===== src/sv/mec_pkg.sv =====
// Shared types, constants and helpers for the Mandelbrot escape counter.
`default_nettype none
package mec_pkg;

   localparam int COORD_BITS_DEF = 10;
   localparam int FRAC_BITS_DEF  = 26;
   localparam int ITER_BITS_DEF  = 16;

   localparam int ZBITS      = 32;
   localparam int CENTRE_W   = 28;
   localparam int HEIGHT_W   = 29;
   localparam int RES_W      = 11;
   localparam int COUNT_W    = 16;
   localparam int CSR_IDX_W  = 3;
   localparam int CSR_DATA_W = 32;
   localparam int SAT_W      = 66;

   localparam logic signed [CENTRE_W-1:0] CENTRE_RE_RST = -28'sd49660559;
   localparam logic signed [CENTRE_W-1:0] CENTRE_IM_RST = 28'sd10066330;
   localparam logic [HEIGHT_W-1:0]        HEIGHT_RST    = 29'd73819750;
   localparam logic [RES_W-1:0]           RES_W_RST     = 11'd640;
   localparam logic [RES_W-1:0]           RES_H_RST     = 11'd480;
   localparam logic [COUNT_W-1:0]         MAX_ITER_RST  = 16'd256;

   typedef enum logic [CSR_IDX_W-1:0] {
      CSR_CENTRE_RE = 3'd0,
      CSR_CENTRE_IM = 3'd1,
      CSR_HEIGHT    = 3'd2,
      CSR_RES_W     = 3'd3,
      CSR_RES_H     = 3'd4,
      CSR_MAX_ITER  = 3'd5
   } csr_idx_type;

   typedef struct packed {
      logic signed [ZBITS-1:0] re;
      logic signed [ZBITS-1:0] im;
   } point_type;

   typedef struct packed {
      logic signed [CENTRE_W-1:0] centre_re;
      logic signed [CENTRE_W-1:0] centre_im;
      logic [HEIGHT_W-1:0]        height;
      logic [RES_W-1:0]           res_w;
      logic [RES_W-1:0]           res_h;
      logic [COUNT_W-1:0]         max_iter;
   } view_type;

   typedef enum logic [2:0] {
      F_IDLE, F_MUL_W, F_DIV_W, F_MUL_X, F_DIV_X, F_MUL_Y, F_DIV_Y, F_PUSH
   } front_state_type;

   typedef enum logic [1:0] {
      B_IDLE, B_MUL, B_EVAL, B_DONE
   } back_state_type;

   function automatic logic signed [ZBITS-1:0] sat_z(input logic signed [SAT_W-1:0] v);
      logic signed [SAT_W-1:0] hi;
      logic signed [SAT_W-1:0] lo;
      hi = SAT_W'({1'b0, {(ZBITS-1){1'b1}}});
      lo = -hi - SAT_W'(1);
      if (v > hi) return {1'b0, {(ZBITS-1){1'b1}}};
      if (v < lo) return {1'b1, {(ZBITS-1){1'b0}}};
      return v[ZBITS-1:0];
   endfunction

endpackage
`default_nettype wire


===== src/sv/mec_fifo.sv =====
// Two-entry queue of plane points between coordinate mapper and iterator.
`default_nettype none
module mec_fifo (
   input  wire                  clock,
   input  wire                  reset,
   input  wire                  push,
   input  wire mec_pkg::point_type push_data,
   output logic                 full,
   input  wire                  pop,
   output mec_pkg::point_type   pop_data,
   output logic                 empty
);
   mec_pkg::point_type mem_ff [2];
   logic       wr_ptr_ff, wr_ptr_in;
   logic       rd_ptr_ff, rd_ptr_in;
   logic [1:0] fill_ff, fill_in;
   logic       do_push, do_pop;

   assign full     = (fill_ff == 2'd2);
   assign empty    = (fill_ff == 2'd0);
   assign do_push  = push && !full;
   assign do_pop   = pop && !empty;
   assign pop_data = mem_ff[rd_ptr_ff];

   always_comb begin
      wr_ptr_in = do_push ? ~wr_ptr_ff : wr_ptr_ff;
      rd_ptr_in = do_pop ? ~rd_ptr_ff : rd_ptr_ff;
      fill_in   = fill_ff + 2'(do_push) - 2'(do_pop);
   end

   always_ff @(posedge clock) begin
      if (reset) begin
         wr_ptr_ff <= 1'b0;
         rd_ptr_ff <= 1'b0;
         fill_ff   <= 2'd0;
      end else begin
         wr_ptr_ff <= wr_ptr_in;
         rd_ptr_ff <= rd_ptr_in;
         fill_ff   <= fill_in;
      end
   end

   always_ff @(posedge clock) begin
      if (do_push) mem_ff[wr_ptr_ff] <= push_data;
   end
endmodule
`default_nettype wire


===== config.mk =====
export PLATFORM = sky130hd
export DESIGN_NAME = mec_fifo
export DESIGN_NICKNAME = d
export VERILOG_FILES = /design/src/sv/mec_pkg.sv /design/src/sv/mec_fifo.sv
export SDC_FILE = /design/constraint.sdc
export NUM_CORES = 1
export LEC_CHECK = 0
export BUFFER_PORTS_ARGS = -buffer_cell sky130_fd_sc_hd__buf_2
export CAP_MARGIN = 40
export CELL_PAD_IN_SITES_DETAIL_PLACEMENT = 2
export CELL_PAD_IN_SITES_GLOBAL_PLACEMENT = 2
export CORE_ASPECT_RATIO = 1.2
export CORE_UTILIZATION = 37
export DETAILED_ROUTE_END_ITERATION = 7
export GPL_ROUTABILITY_DRIVEN = 0
export PLACE_DENSITY_LB_ADDON = 0.08
export SKIP_LAST_GASP = 1
export SLEW_MARGIN = 10
export SYNTH_ARGS = -nofsm -noshare
export SYNTH_HDL_FRONTEND = slang
export SYNTH_SLANG_ARGS = --single-unit

===== constraint.sdc =====
create_clock -name clock -period 2.7 [get_ports clock]
set_input_delay 0.405 -clock clock [delete_from_list [all_inputs] [get_ports clock]]
set_output_delay 0.405 -clock clock [all_outputs]
set_load 0.05 [all_outputs]

# [Word level (Yosys, flattened, before mapping)]
# Memory sizes are Yosys's and may differ from the RTL's. A register that Yosys moved wholly into a read port is not among the register bits.
# Index checks and enable logic that the tools add are counted.
[word_totals] mem_bits_ro=0 in_bits=68 ramBits=128 word_cells=18 latch_bits=0 out_inout_bits=66 memories=1 reg_bits=4
[memory_table] memory="mem_ff" words=2 width=64 read_ports=1 rd_ports_with_merged_regs=1 write_ports=1 line_no="mec_fifo.sv:13" rtl="mec_pkg::point_type mem_ff [2];"
[classes] mux=4 n_bitwise=2 n_div=0 n_mul=0 order_cmp=0 eq_ne=1 reduce_logical=5 shifts=0 add_sub_neg=2
[ops] op="$mux 1" count=4
[ops] op="$add 2x1->2" count=1
[ops] op="$eq 2x2->1 const B" count=1
[ops] op="$logic_and 1x1->1" count=2
[ops] op="$logic_not 1->1" count=2
[ops] op="$logic_not 2->1" count=1
[ops] op="$not 1->1" count=2
[ops] op="$sub 2x1->2" count=1

# [Longest topological paths before layout]
[logic_depth] word_depth=5 depth_mapped=8 ltp_nobuf=8

# [Worst setup path after synthesis]
# No wires, ideal clock.
[synth_timing] path_type="register -> register" from="register fill_ff[0]" to="memory mem_ff[0][0] (netlist name), enable pin" synth_period_minus_slack_ns=2.627 setup_ns=0.418 t_arrival_ns=2.209 n_path_buf=0 t_required_ns=2.282 setup_slack_ns=0.073 path_stages_with_launch=5 path_cell_list="dfxtp_1 -> nand2b_2 -> inv_2 -> or3_1 -> inv_1"
[synth_via] elab_chain_len=5
[synth_lines] item="start: declaration" line_no="mec_fifo.sv:16" rtl="logic [1:0] fill_ff, fill_in;"
[synth_lines] item="start signal: assignment" line_no="mec_fifo.sv:39" rtl="fill_ff <= fill_in;"
[synth_lines] item="$eq 2x2->1" line_no="mec_fifo.sv:19" rtl="assign full = (fill_ff == 2'd2);"
[synth_lines] item="net full" line_no="mec_fifo.sv:8" rtl="output logic full,"
[synth_lines] item="$logic_not 1->1" line_no="mec_fifo.sv:21" rtl="assign do_push = push && !full;"
[synth_lines] item="$logic_and 1x1->1" line_no="mec_fifo.sv:21"
[synth_lines] item="$mux 1" line_no="mec_fifo.sv:44" rtl="if (do_push) mem_ff[wr_ptr_ff] <= push_data;"
[synth_lines] item="$mux 1 (not written as such)" line_no="mec_fifo.sv:44"
[synth_lines] item="end: declaration" line_no="mec_fifo.sv:13"
# The timed path passes the listed nets, and every way through them passes these cells.

==> summary by stage <==
Logic synthesis
Counting flops and latches in the post-synthesis netlist gives about 130. The unique cell type count in the Yosys netlist is 21. The number of nets in the synthesized netlist is 296. By area, the combinational part of the netlist is dominated by multiplexers. The post-synthesis average cell area is about 21 um2. The post-synthesis share of cell area spent on xor and xnor gates is 0.003613. The multiplexer share of the synthesized area is 0.1486.

Of the total synthesized cell area, the portion taken by AND, OR, NAND and NOR gates is 0.01213. For this run, the register share of the synthesized area comes to 0.8134. The post-synthesis cell count is approximately 230. The synthesized netlist occupies a cell area of 0.004848 mm2.

During synthesis, Yosys emitted a total of 0 warnings. The arithmetic-cell share of the synthesized area counting full adders, half adders and majority gates is 0.005161. The fraction of the mapped netlist area in compound gates is 0.003613.

Global route
The total grt overflow is 0. met2 is the most crowded layer. Entering global routing, the biggest net connects 65 pins. The initial antenna violation count is 0. The via count of the first global-routing pass is 2837. The global-route track usage on met2 is 0.2895. The routing usage on met1 is 0.1632.

For this run, global-route usage on met3 was measured as 0.05306. The global-route usage over all layers is 0.1576. The first global-routing pass estimated ~15 mm of wire.

Die
The site row count is 45. approximately 130 I/O pins were placed. The die outline width is 106.5 um. The initial core utilization is 0.3810. The die covers 0.01357 mm2. In this run the vertical extent of the chip is 127.4 um. The placeable core region is ~0.013 mm2.

Clock tree
CTS saw about 130 sinks. Counting along the longest clock path gives a buffer depth of 2. Clock-pin slew was measured on the worst setup and hold paths at 0.06 ns. The number of setup buffers added after CTS is 0. The number of hold buffers added after CTS was 0. The H-tree was split into 4 levels. The clock latency at the later pin of the worst-skew pair is about 0.40 ns. The number of cells upsized or downsized after cts is 0. Clock tree synthesis inserted a total of 17 buffers. In this run the clock root is driven by a clkbuf_16. The TritonCTS clock tree is done.

Timing
Setup violations remaining at the end of the flow were counted as 0. The post-route clock skew is ~0.0093 ns. The number of endpoints with negative hold slack in the final report is 0. Setup repair after global routing left no endpoint under its margin. Derived from the worst setup path, the maximum achievable clock frequency is 471.5 MHz. The transition at the pin with the smallest max-transition slack is ~0.46 ns. The clock period could shrink to roughly 2.1 ns.

The final max-slew violation count came to 0. The headroom to the max-slew limit is 0.6910. The post-route clock period utilization is 0.7856. The post-route setup TNS is 0 ns.

Setup path
The critical path goes through buf_12, mux2_2, buf_2. The worst setup path is launched from a flip-flop. The arrival time of data at the critical path endpoint is around 1.7 ns. The data required time of the critical path is 2.30 ns. The setup path with the least slack is of type flip-flop to output pin. Along the worst path, the maximum fanout reaches 64.

On the worst path, the slowest cell contributes a delay of 0.39 ns. STA classifies the critical path endpoint as an output pin. The critical-path cell with the highest stage delay is mux2_2.

Place
The instance count after placement with tap cells included is 520. The placed instances occupy a cell area of around 0.0057 mm2. The detailed placement HPWL is between 6 and 7 mm. During placement, the flow inserted port buffers numbering 133.

Finish
The post-layout utilization of the core is 0.4998. The fraction of layout cells with a size suffix above 1 is 0.6098. For this run, the number of standard cells in the final layout without fillers is approximately 550. Once layout is done, the placed cells without fillers occupy ~0.0064 mm2. The repair_antennas step left the layout with diodes totalling 0. From synthesis to final layout, the design area changed by 31.17%. The net count of the finished layout is about 450. The filler cell count is ~1200.

Outcome
The flow ran to the end, and the final reports show no timing, DRC or antenna violations.

Worst hold path
In this run the worst hold path is classified as primary input to flip-flop.

Power
The leakage power of the design is 2.404 nW. Dividing total power by cell area gives a power density of roughly 1200 mW/mm2. Across the VDD grid, the largest voltage drop is 0.0006575 V.

Routing
After detailed routing, the total wire length is a little over 10 mm. The DRC violation count after routing is 0. The initial DRC count is 100. The total number of vias is about 2600. The first detailed-routing pass took 4 iterations. In this run the remaining antenna-violating nets after routing total 0.

After detailed routing, the number of vias per cell comes to 4.686. The final routed wire length divided by cell count is approximately 18 um.

Job
The tool flagged a number of max-cap violations equal to 0.
==> area by class of cell <==
cell class,instances,area [um2],area share
clock buffers,17,425.4,0.06689
clock inverters,14,209.0,0.03285
inverters,4,15.01,0.002361
multi-input cells,82,839.6,0.1320
flip-flops and latches,133,3945,0.6203
well taps,164,205.2,0.03226
repair buffers,137,720.7,0.1133
==> power breakdown <==
group | switching, mW | internal (mW) | leakage, nW
combinational | 1.89 | 0.704 | 0.864
clock | 0.813 | 1.63 | 0.303
sequential | 0.0863 | 2.63 | 1.24
total | 2.79 | 4.96 | 2.40
==> path summary, 6_finish.rpt <==
kind	slack, ns	start	cells past startpoint	to
worst max-delay path	0.58	flip-flop	3	pop_data[62]
worst max register to register	0.93	fill_ff[0]	5	mem_ff[0][24]
worst min register to register	0.53	rd_ptr_ff	2	rd_ptr_ff
worst min-delay path	0.19	push_data[52]	1	mem_ff[0][52]
==> cells in the mapped netlist (all sizes together) <==
cell	count	share of area
a21oi	1	0.0010
and2	1	0.0013
and3	1	0.0015
buf	7	0.010
dfxtp	5	0.021
edfxtp	128	0.79
ha	2	0.0052
inv	4	0.0031
mux2	64	0.15
nand2	1	0.00077
nand2b	1	0.0018
nor2	4	0.0031
nor2b	1	0.0013
nor3	1	0.0010
o21a	1	0.0015
o21ai	1	0.0010
or3	1	0.0013
xnor2	1	0.0018
xor2	1	0.0018
==> logic make-up (layout without fill, tap and decap cells) <==
| kind of cell | Yosys count | count (layout) |
|---|---|---|
| multiplexers | 64 | 64 |
| buffers and inverters | 11 | 172 |
| XOR/XNOR | 2 | 2 |
| AND/OR/NAND/NOR | 11 | 11 |
| flip-flops | 133 | 133 |
| adder cells (fa/ha/maj) | 2 | 2 |
| AO/OA/AOI/OAI | 3 | 3 |
==> sequential cells by signal (all words and copies together) (netlist names), named ones only <==
| register | count |
|---|---|
| fill_ff | 2 |
| rd_ptr_ff | 1 |
| mem_ff | 128 |
| wr_ptr_ff | 1 |
==> cell usage in the layout, fill, tap and decap left out, types with 2 or more instances in the layout <==
| cell | n |
|---|---|
| bufinv_16 | 5 |
| ha_1 | 2 |
| clkinvlp_4 | 3 |
| dfxtp_1 | 4 |
| nor2_1 | 4 |
| mux2_2 | 64 |
| edfxtp_1 | 128 |
| buf_2 | 133 |
| inv_1 | 2 |
| inv_2 | 2 |
| clkbuf_16 | 17 |
| clkinv_2 | 3 |
| buf_4 | 2 |
| buf_12 | 2 |
==> critical path: cells and delay by family, from the launching register on <==
family	cells	cell delay, ns
buf+inv	2	0.53
flops	1	0.34
mux	1	0.39
==> metrics by stage <==
| stage | worst slack (ns) | power, mW | hold WS, ns |
|---|---|---|---|
| 6_report | 0.5789 | 7.757 | 0.1883 |
| 5_1_grt | 0.5164 | 8.050 | 0.1667 |
| 4_1_cts | 0.5317 | 7.879 | 0.1669 |
| 3_5_place_dp | 0.9052 | 5.404 | 0.5197 |
| 3_3_place_gp | 0.9102 | 5.357 | 0.4944 |
| 2_1_floorplan | 0.07278 | 4.801 | 0.4515 |
==> routing by layer <==
metal | up-vias | part of all wire
li1 | 1187 | -
met1 | 1311 | 0.37
met2 | 74 | 0.56
met3 | 10 | 0.053
met4 | 0 | 0.011
met5 | - | 0
Power figures use the tool's default switching activity.
