--- src/sv/mec_pkg.sv ---
// Shared types, constants and helpers for the Mandelbrot escape counter.
`default_nettype none
package mec_pkg;

   localparam int COORD_BITS_DEF = 10;
   localparam int FRAC_BITS_DEF  = 26;
   localparam int ITER_BITS_DEF  = 16;

   localparam int ZBITS      = 32;
   localparam int CENTRE_W   = 28;
   localparam int HEIGHT_W   = 29;
   localparam int RES_W      = 11;
   localparam int COUNT_W    = 16;
   localparam int CSR_IDX_W  = 3;
   localparam int CSR_DATA_W = 32;
   localparam int SAT_W      = 66;

   localparam logic signed [CENTRE_W-1:0] CENTRE_RE_RST = -28'sd49660559;
   localparam logic signed [CENTRE_W-1:0] CENTRE_IM_RST = 28'sd10066330;
   localparam logic [HEIGHT_W-1:0]        HEIGHT_RST    = 29'd73819750;
   localparam logic [RES_W-1:0]           RES_W_RST     = 11'd640;
   localparam logic [RES_W-1:0]           RES_H_RST     = 11'd480;
   localparam logic [COUNT_W-1:0]         MAX_ITER_RST  = 16'd256;

   typedef enum logic [CSR_IDX_W-1:0] {
      CSR_CENTRE_RE = 3'd0,
      CSR_CENTRE_IM = 3'd1,
      CSR_HEIGHT    = 3'd2,
      CSR_RES_W     = 3'd3,
      CSR_RES_H     = 3'd4,
      CSR_MAX_ITER  = 3'd5
   } csr_idx_type;

   typedef struct packed {
      logic signed [ZBITS-1:0] re;
      logic signed [ZBITS-1:0] im;
   } point_type;

   typedef struct packed {
      logic signed [CENTRE_W-1:0] centre_re;
      logic signed [CENTRE_W-1:0] centre_im;
      logic [HEIGHT_W-1:0]        height;
      logic [RES_W-1:0]           res_w;
      logic [RES_W-1:0]           res_h;
      logic [COUNT_W-1:0]         max_iter;
   } view_type;

   typedef enum logic [2:0] {
      F_IDLE, F_MUL_W, F_DIV_W, F_MUL_X, F_DIV_X, F_MUL_Y, F_DIV_Y, F_PUSH
   } front_state_type;

   typedef enum logic [1:0] {
      B_IDLE, B_MUL, B_EVAL, B_DONE
   } back_state_type;

   function automatic logic signed [ZBITS-1:0] sat_z(input logic signed [SAT_W-1:0] v);
      logic signed [SAT_W-1:0] hi;
      logic signed [SAT_W-1:0] lo;
      hi = SAT_W'({1'b0, {(ZBITS-1){1'b1}}});
      lo = -hi - SAT_W'(1);
      if (v > hi) return {1'b0, {(ZBITS-1){1'b1}}};
      if (v < lo) return {1'b1, {(ZBITS-1){1'b0}}};
      return v[ZBITS-1:0];
   endfunction

endpackage
`default_nettype wire

--- src/sv/mec_front.sv ---
// Front end: accepts a pixel and maps it to a plane point with a serial divider.
`default_nettype none
module mec_front #(
   parameter int COORD_BITS = mec_pkg::COORD_BITS_DEF
) (
   input  wire                     clock,
   input  wire                     reset,
   input  wire                     req_valid,
   output logic                    req_ready,
   input  wire [COORD_BITS-1:0]    req_pixel_x,
   input  wire [COORD_BITS-1:0]    req_pixel_y,
   input  wire mec_pkg::view_type  view,
   output logic                    push,
   output mec_pkg::point_type      push_data,
   input  wire                     full
);
   localparam int WW   = mec_pkg::HEIGHT_W + mec_pkg::RES_W;   // width term
   localparam int DIVW = WW + COORD_BITS;                      // dividend
   localparam int SW   = DIVW + 2;                             // coordinate sum
   localparam int CW   = $clog2(DIVW);
   localparam int RW   = mec_pkg::RES_W;

   mec_pkg::front_state_type state_ff, state_in;
   logic [COORD_BITS-1:0] px_ff, px_in, py_ff, py_in;
   logic [DIVW-1:0]       dvd_ff, dvd_in, qx_ff, qx_in;
   logic [WW-1:0]         wdt_ff, wdt_in;
   logic [RW:0]           rem_ff, rem_in;
   logic [RW-1:0]         dsr_ff, dsr_in;
   logic [CW-1:0]         cnt_ff, cnt_in;
   logic                  div_last;
   logic [RW-1:0]         rw_eff, rh_eff;
   logic [RW:0]           rem_t;
   logic                  q_bit;
   logic signed [SW-1:0]  sum_re, sum_im;

   assign rw_eff   = (view.res_w == '0) ? RW'(1) : view.res_w;
   assign rh_eff   = (view.res_h == '0) ? RW'(1) : view.res_h;
   assign div_last = (cnt_ff == CW'(DIVW - 1));
   assign rem_t    = {rem_ff[RW-1:0], dvd_ff[DIVW-1]};
   assign q_bit    = (rem_t >= {1'b0, dsr_ff});

   // centre - extent/2 + quotient
   assign sum_re = {{(SW-mec_pkg::CENTRE_W){view.centre_re[mec_pkg::CENTRE_W-1]}},
                    view.centre_re}
                 - SW'({1'b0, wdt_ff[WW-1:1]}) + SW'({1'b0, qx_ff});
   assign sum_im = {{(SW-mec_pkg::CENTRE_W){view.centre_im[mec_pkg::CENTRE_W-1]}},
                    view.centre_im}
                 - SW'({1'b0, view.height[mec_pkg::HEIGHT_W-1:1]}) + SW'({1'b0, dvd_ff});

   always_comb begin
      state_in = state_ff;
      case (state_ff)
         mec_pkg::F_IDLE:  if (req_valid) state_in = mec_pkg::F_MUL_W;
         mec_pkg::F_MUL_W: state_in = mec_pkg::F_DIV_W;
         mec_pkg::F_DIV_W: if (div_last) state_in = mec_pkg::F_MUL_X;
         mec_pkg::F_MUL_X: state_in = mec_pkg::F_DIV_X;
         mec_pkg::F_DIV_X: if (div_last) state_in = mec_pkg::F_MUL_Y;
         mec_pkg::F_MUL_Y: state_in = mec_pkg::F_DIV_Y;
         mec_pkg::F_DIV_Y: if (div_last) state_in = mec_pkg::F_PUSH;
         mec_pkg::F_PUSH:  if (!full) state_in = mec_pkg::F_IDLE;
         default: state_in = mec_pkg::F_IDLE;
      endcase
   end

   always_comb begin
      req_ready = (state_ff == mec_pkg::F_IDLE);
      push      = (state_ff == mec_pkg::F_PUSH);
      push_data.re = mec_pkg::sat_z({{(mec_pkg::SAT_W-SW){sum_re[SW-1]}}, sum_re});
      push_data.im = mec_pkg::sat_z({{(mec_pkg::SAT_W-SW){sum_im[SW-1]}}, sum_im});
      px_in  = px_ff;
      py_in  = py_ff;
      dvd_in = dvd_ff;
      qx_in  = qx_ff;
      wdt_in = wdt_ff;
      rem_in = rem_ff;
      dsr_in = dsr_ff;
      cnt_in = cnt_ff;
      case (state_ff)
         mec_pkg::F_IDLE: begin
            px_in = req_pixel_x;
            py_in = req_pixel_y;
         end
         mec_pkg::F_MUL_W: begin
            dvd_in = DIVW'(view.height) * DIVW'(rw_eff);
            dsr_in = rh_eff;
            rem_in = '0;
            cnt_in = '0;
         end
         mec_pkg::F_MUL_X: begin
            wdt_in = dvd_ff[WW-1:0];
            dvd_in = DIVW'(dvd_ff[WW-1:0]) * DIVW'(px_ff);
            dsr_in = rw_eff;
            rem_in = '0;
            cnt_in = '0;
         end
         mec_pkg::F_MUL_Y: begin
            qx_in  = dvd_ff;
            dvd_in = DIVW'(view.height) * DIVW'(py_ff);
            dsr_in = rh_eff;
            rem_in = '0;
            cnt_in = '0;
         end
         mec_pkg::F_DIV_W, mec_pkg::F_DIV_X, mec_pkg::F_DIV_Y: begin
            // restoring division, one quotient bit per cycle
            rem_in = q_bit ? (rem_t - {1'b0, dsr_ff}) : rem_t;
            dvd_in = {dvd_ff[DIVW-2:0], q_bit};
            cnt_in = cnt_ff + CW'(1);
         end
         default: ;
      endcase
   end

   always_ff @(posedge clock) begin
      if (reset) state_ff <= mec_pkg::F_IDLE;
      else       state_ff <= state_in;
   end

   always_ff @(posedge clock) begin
      px_ff  <= px_in;
      py_ff  <= py_in;
      dvd_ff <= dvd_in;
      qx_ff  <= qx_in;
      wdt_ff <= wdt_in;
      rem_ff <= rem_in;
      dsr_ff <= dsr_in;
      cnt_ff <= cnt_in;
   end
endmodule
`default_nettype wire

--- config.mk ---
export PLATFORM = sky130hd
export DESIGN_NAME = mec_front
export DESIGN_NICKNAME = d
export VERILOG_FILES = /design/src/sv/mec_pkg.sv /design/src/sv/mec_front.sv
export SDC_FILE = /design/constraint.sdc
export NUM_CORES = 2
export LEC_CHECK = 0
export CAP_MARGIN = 20
export CORE_UTILIZATION = 60
export CTS_CLUSTER_DIAMETER = 200
export DETAILED_ROUTE_END_ITERATION = 12
export DONT_BUFFER_PORTS = 1
export GPL_TIMING_DRIVEN = 0
export PLACE_DENSITY = 0.83
export REMOVE_ABC_BUFFERS = 1
export SYNTH_ARGS = -nofsm -noshare
export SYNTH_HDL_FRONTEND = slang
export SYNTH_SLANG_ARGS = --single-unit
--- constraint.sdc ---
create_clock -name clock -period 9.5 [get_ports clock]
set_input_delay 0.475 -clock clock [delete_from_list [all_inputs] [get_ports clock]]
set_output_delay 0.475 -clock clock [all_outputs]
set_load 0.03 [all_outputs]
# Yosys cells after proc, flatten, opt, wreduce, memory -nomap -nowiden
# Index checks and enable logic that the tools add are counted.
# word_totals
register_bits	191
inputBits	147
output_inout_bits	66
wordCells	73
# op_classes
multipliers	3
eq_ne	13
mux	27
n_addsub	6
order_cmp	5
reduce_logical	10
# op_table
operator	n
two-way mux 32 bit	8
case mux 50 bit (4 select lines)	1
> comparator 52 x 32 -> 1 bit, second input constant	2
less-than comparator 52 x 32 -> 1 bit, second input constant	2
adder 30 x 51 -> 52 bit	1
adder 41 x 51 -> 52 bit	1
multiplier 40 x 10 -> 50 bit	1
case mux 11 bit (2 select lines)	2
subtractor 28 x 40 -> 41 bit	1
multiplier 29 x 11 -> 40 bit	1
multiplier 29 x 10 -> 39 bit	1
two-way mux 11 bit	3
subtractor 28 x 29 -> 30 bit	1
case mux 3 bit (8 select lines)	1
logical NOT 11 bit	2
two-way mux 3 bit	5
equality test 3 bit, second input constant	4
>= comparator 12 x 11 -> 1 bit	1
case mux 6 bit (2 select lines)	1
subtractor 11 bit	1
!= test 2 bit, second input constant	5
adder 6 x 1 -> 6 bit, second input constant	1
equality test 3 x 2 -> 1 bit, second input constant	2
equality test 6 bit, second input constant	1
8 further kinds	15

# Logic depth before layout (Yosys ltp)
# logic_depth
depth_word	7
depth_mapped	25

# Least setup slack after synthesis
# No wires, ideal clock.
# synth_path
path_kind	register to register
from	register py_ff[8]
to	register dvd_ff[27] (data pin)
path_stages_with_launch	25
arrival_time_ns	6.525
setup_ns	0.270
required_time_ns	9.230
period_less_slack_ns	6.796
slack_ns	2.704
path_cell_list	edfxtp_1 -> clkbuf_1 -> clkbuf_1 -> nand2_1 -> fa_1 -> fa_1 -> inv_1 -> fa_1 -> fa_1 -> inv_1 -> fa_1 -> inv_1 -> ha_1 -> and3_1 -> a221oi_1 -> a32oi_1 -> a21boi_0 -> o21ai_0 -> or2_2 -> a21bo_2 -> a41oi_1 -> o21ai_0 -> xnor2_1 -> a222oi_1 -> a21oi_1
# synth_between
elab_chain_cells	2
# synth_lines
item	line	text
from (decl)	mec_front.sv:24	logic [COORD_BITS-1:0] px_ff, px_in, py_ff, py_in;
from (signal assigned)	mec_front.sv:120	py_ff <= py_in;
multiplier 29 x 10 -> 39 bit	mec_front.sv:98	dvd_in = DIVW'(view.height) * DIVW'(py_ff);
case mux 50 bit (4 select lines)	mec_front.sv:78	case (state_ff)
named net dvd_in[27]	mec_front.sv:25	logic [DIVW-1:0] dvd_ff, dvd_in, qx_ff, qx_in;
to (signal assigned)	mec_front.sv:121	dvd_ff <= dvd_in;
to (decl)	mec_front.sv:25	
# The timed path passes the listed nets, and every way through them passes these cells.
# A chain may end at the register's enable or synchronous reset.

# Final worst setup path
# layout_path
from	register px_ff[1]
to	register dvd_ff[47] (data pin)
# layout_between
elab_chain_cells	2
# layout_lines
item	line	text
from (decl)	mec_front.sv:24	
from (signal assigned)	mec_front.sv:119	px_ff <= px_in;
multiplier 40 x 10 -> 50 bit	mec_front.sv:91	dvd_in = DIVW'(dvd_ff[WW-1:0]) * DIVW'(px_ff);
case mux 50 bit (4 select lines)	mec_front.sv:78	
named net dvd_in[47]	mec_front.sv:25	
# The timed path passes the listed nets, and every way through them passes these cells.

==> metrics.md <==
| Metric | Value |
|---|---|
| Unique masters post-synth | 88 |
| Share of layout cells above drive strength 1 | under 10% |
| Max capacitance violation total | 0 |
| Iteration count of the initial detailed-routing pass | 6 |
| XOR/XNOR Fraction of Synth Area | between 3 and 4% |
| Clk_lat worst skew | ~0.5 ns |
| Hold Path Depth | 1 |
| Die area | 82100 um2 |
| Synth Area in Adders | between 40 and 50% |
| Synth Area in Simple Gates | ~17% |
| Final Hold Viols | 0 |
| Worst slew pin tran | roughly 1.2 ns |
| First-pass GRT wire length | between 200000 and 250000 um |
| Slowest stage cell, crit path | edfxtp_1 |
| Largest net degree at the start of global routing | 55 |
| Final Cell Area | between 50000 and 60000 um2 |
| Synthesized area | ~49000 um2 |
| Critical path's top delay family | compound AO/OA/AOI/OAI gates |
| Detailed Route Iter0 Violations | 3079 |
| CP Capture Type | register |
| Largest family of logic cells by synthesized area | adder cells |
| DRC Markers | 0 |
| Post-synthesis sequential area ratio | a little under an eighth |
| Vias in the first global route | between 40000 and 50000 |
| Drt via density | a little under 6 |
| Crit-path max FO | 24 |
| Antenna violations before repair | 9 |
| Ports | roughly 210 |
| CTS clock-pin slew for the worst setup and hold paths | roughly 0.080 ns |
| Clock sink count | 190 |
| Post-CTS Resized | 0 |
| Drt total wl | 127000 um |
| DP Wirelength | roughly 100000 um |
| Port bufs | 0 |
| Stages on worst setup path | 23 |
| Mean post-synth cell area | roughly 8.7 um2 |
| P&R area growth vs syn | 3.13% |
| CP startpoint | px_ff[1]$_DFFE_PP_ |
| Final Wtd Congestion | 0.982 |
| GRT Overall Usage | 31.7% |
| Depth of the worst register-to-register path | 23 |
| Max incr delay on CP | roughly 0.95 ns |
| Global route overflow | 0 |
| CTS tree | yes |
| Layout fillers | 6500 |
| Startpoint class of the critical path | register |
| EDFF count, synth | roughly 190 |
| Row cnt | 103 |
| Endpoints failing setup | 0 |
| Worst reg2reg path endpoint | dvd_ff[47]$_DFFE_PP_ |
| Outcome | completed |
| Core ar. | 79500 um2 |
| Worst slew margin | between 20% and 30% |
| Initial Utilization | approximately three fifths |
| Min-delay worst type | in2reg |
| Final period util | about 85% |
| DP Area | ~49000 um2 |
| Final setup margin | around 1.4 ns |
| Setup TNS Final | 0 ns |
| DRT antenna net count | 0 |
| Root Driver | clkbuf_16 |
| Die width | roughly 290 um |
| Cell Chain, Critical Path | buf_16 > nand2_1 > fa_1 > inv_1 > fa_1 > inv_1 > fa_1 > fa_1 > inv_1 > fa_1 > ha_1 > a21oi_1 > o211ai_1 > a221o_1 > a31oi_1 > o41ai_1 > a31oi_1 > o31ai_1 > o41ai_1 > o21a_1 > o21ai_0 > xnor2_1 > o21ai_0 |
| Worst Clk Skew | about 0.017 ns |
| Gate Count Post-Synth | between 5000 and 6000 |
| CP Class | reg2reg |
| Clock buffer depth | 2 |
| Arrival time worst endpoint | 8.32 ns |
| DR vias | about 38000 |
| Ys async rst share | 0% |
| Worst Setup EP | dvd_ff[47]$_DFFE_PP_ |
| # H-tree levels | 4 |
| Worst slack, placed | approximately 1.5 ns |
| Die Y-Extent | between 200 and 300 um |
| Main synth FF type | edfxtp_1 |
| Mux cell area share after synthesis | less than 1% |
| DR WL/cell | 19.6 um |
| YS warnings | 0 |
| Origin of the critical flop-to-flop path | px_ff[1]$_DFFE_PP_ |
| Reg2Reg Setup Slack | approximately 1.4 ns |
| RSZ-0062 raised after global routing | false |
| Crit path top cell by count | fa_1 |
| Post-CTS Setup Repair Bufs | 0 |
| Max-slew violations | 0 |
| Critical path required time | between 9 and 10 ns |
| Synth Area in Compound Gates | between 10 and 15% |
| Crit path buf inv count | 4 |
| Crit path time final | approximately 8.1 ns |
| CTS hold repair buffers | 0 |
| Final #Nets | about 6700 |
| #FFs+latches synth | 190 |
| Fmax | 124 MHz |
| CTS Buf Count | 17 |
## registers in the layout, summed over array words and instances, names as in the netlist
signal    flops
rem_ff       11
wdt_ff       39
qx_ff        50
dsr_ff       11
state_ff      3
dvd_ff       50
px_ff        10
cnt_ff        6
py_ff        10
## cell usage after synthesis (all sizes together), types with 20 or more instances
cell type | instances | area [um2]
xor2 | 86 | 753
a211oi | 27 | 203
nand2b | 23 | 144
clkbuf | 267 | 1000
fa | 828 | 16600
o21a | 25 | 188
o21ai | 205 | 1140
xnor2 | 108 | 946
and2 | 544 | 3400
nor3 | 29 | 150
inv | 1200 | 4500
and3 | 35 | 219
ha | 389 | 4870
nand3 | 62 | 315
a21boi | 20 | 154
nand2 | 628 | 2360
a21o | 96 | 721
o211ai | 30 | 225
a21oi | 238 | 1190
a31oi | 30 | 188
nor2 | 164 | 616
nor2b | 51 | 319
o21bai | 25 | 188
nand4 | 45 | 282
edfxtp | 187 | 5620
## worst register-to-register path: stages (launching register included)
cell and delay [ns]:
edfxtp_1 0.95, buf_16 0.27, nand2_1 0.12, fa_1 0.56, inv_1 0.06, fa_1 0.51, inv_1 0.06, fa_1 0.51
fa_1 0.51, inv_1 0.06, fa_1 0.45, ha_1 0.39, a21oi_1 0.24, o211ai_1 0.12, a221o_1 0.40, a31oi_1 0.26
o41ai_1 0.17, a31oi_1 0.42, o31ai_1 0.22, o41ai_1 0.82, o21a_1 0.32, o21ai_0 0.12, xnor2_1 0.19, o21ai_0 0.10
## final cells by class
cell class	count	area (um2)	share of cell area [%]
Clock buffer	19	453	0.904
Timing Repair Buffer	30	663	1.32
Sequential cell	190	5680	11.3
Multi-Input combinational cell	3936	37400	74.6
Tap cell	1050	1310	2.62
Clock inverter	13	123	0.245
Antenna cell	5	12.5	0.0250
Inverter	1200	4510	9.00
## routing by layer
layer / vias to the layer above / track usage, % / routed length [um]
met5: - / 0 / 49
met4: 8 / 10.2 / 3410
met3: 259 / 7.07 / 12700
met2: 1766 / 53.2 / 60900
met1: 18900 / 40.7 / 49500
li1: 17100 / - / -
## stage by stage
stage,utilization [%],hold slack (ns),instances
2_1_floorplan,-,0.450,5326
3_3_place_gp,61.4,0.533,6376
3_5_place_dp,62.2,0.549,6403
4_1_cts,62.9,0.00287,6435
5_1_grt,63.0,0.0176,6442
6_report,63.0,0.0278,6443
## logic make-up (layout without fill, tap and decap cells)
logic type                 Yosys count  count (layout)
AOI/OAI and AO/OA                  841             841
and+or+nand+nor                   1656            1656
buffers and inverters             1483            1262
adders and majority gates         1217            1217
DFF                                190             190
other                                0               5
muxes                               28              28
xor gates and xnor gates           194             194
## worst min path at each step
stage | from | to | slack [ns]
floorplan | dvd_ff[41]$_DFFE_PP_ | qx_ff[41]$_DFFE_PP_ | 0.45
global placement | state_ff[0]$_SDFFE_PP0P_ | state_ff[0]$_SDFFE_PP0P_ | 0.53
detailed placement | dvd_ff[48]$_DFFE_PP_ | qx_ff[48]$_DFFE_PP_ | 0.55
CTS | reset | state_ff[1]$_SDFFE_PP0P_ | 0.003
global route | reset | state_ff[2]$_SDFFE_PP0P_ | 0.02
finish | reset | state_ff[1]$_SDFFE_PP0P_ | 0.03
## cells in the final DEF (no fill, tap or decap), types with 14 or more instances in the layout
cell / n
inv_1: 1198
fa_1: 828
nand2_1: 627
and2_1: 544
ha_1: 389
a21oi_1: 236
edfxtp_1: 187
nor2_1: 163
o21ai_0: 155
xnor2_1: 108
a21o_1: 96
xor2_1: 86
nand3_1: 61
nor2b_1: 49
nand4_1: 45
and3_1: 35
o211ai_1: 30
o21ai_2: 30
a31oi_1: 29
nor3_1: 28
a211oi_1: 27
o21bai_1: 25
o21a_1: 25
nand2b_1: 23
o21ai_1: 20
a221oi_1: 18
a21boi_0: 18
clkbuf_16: 17
buf_16: 17
a222oi_1: 16
mux2i_1: 15
nor4_1: 14
Power is left out: the tool's default activity adds up to more than one toggle a clock period on the data nets, which glitch-free logic cannot reach.
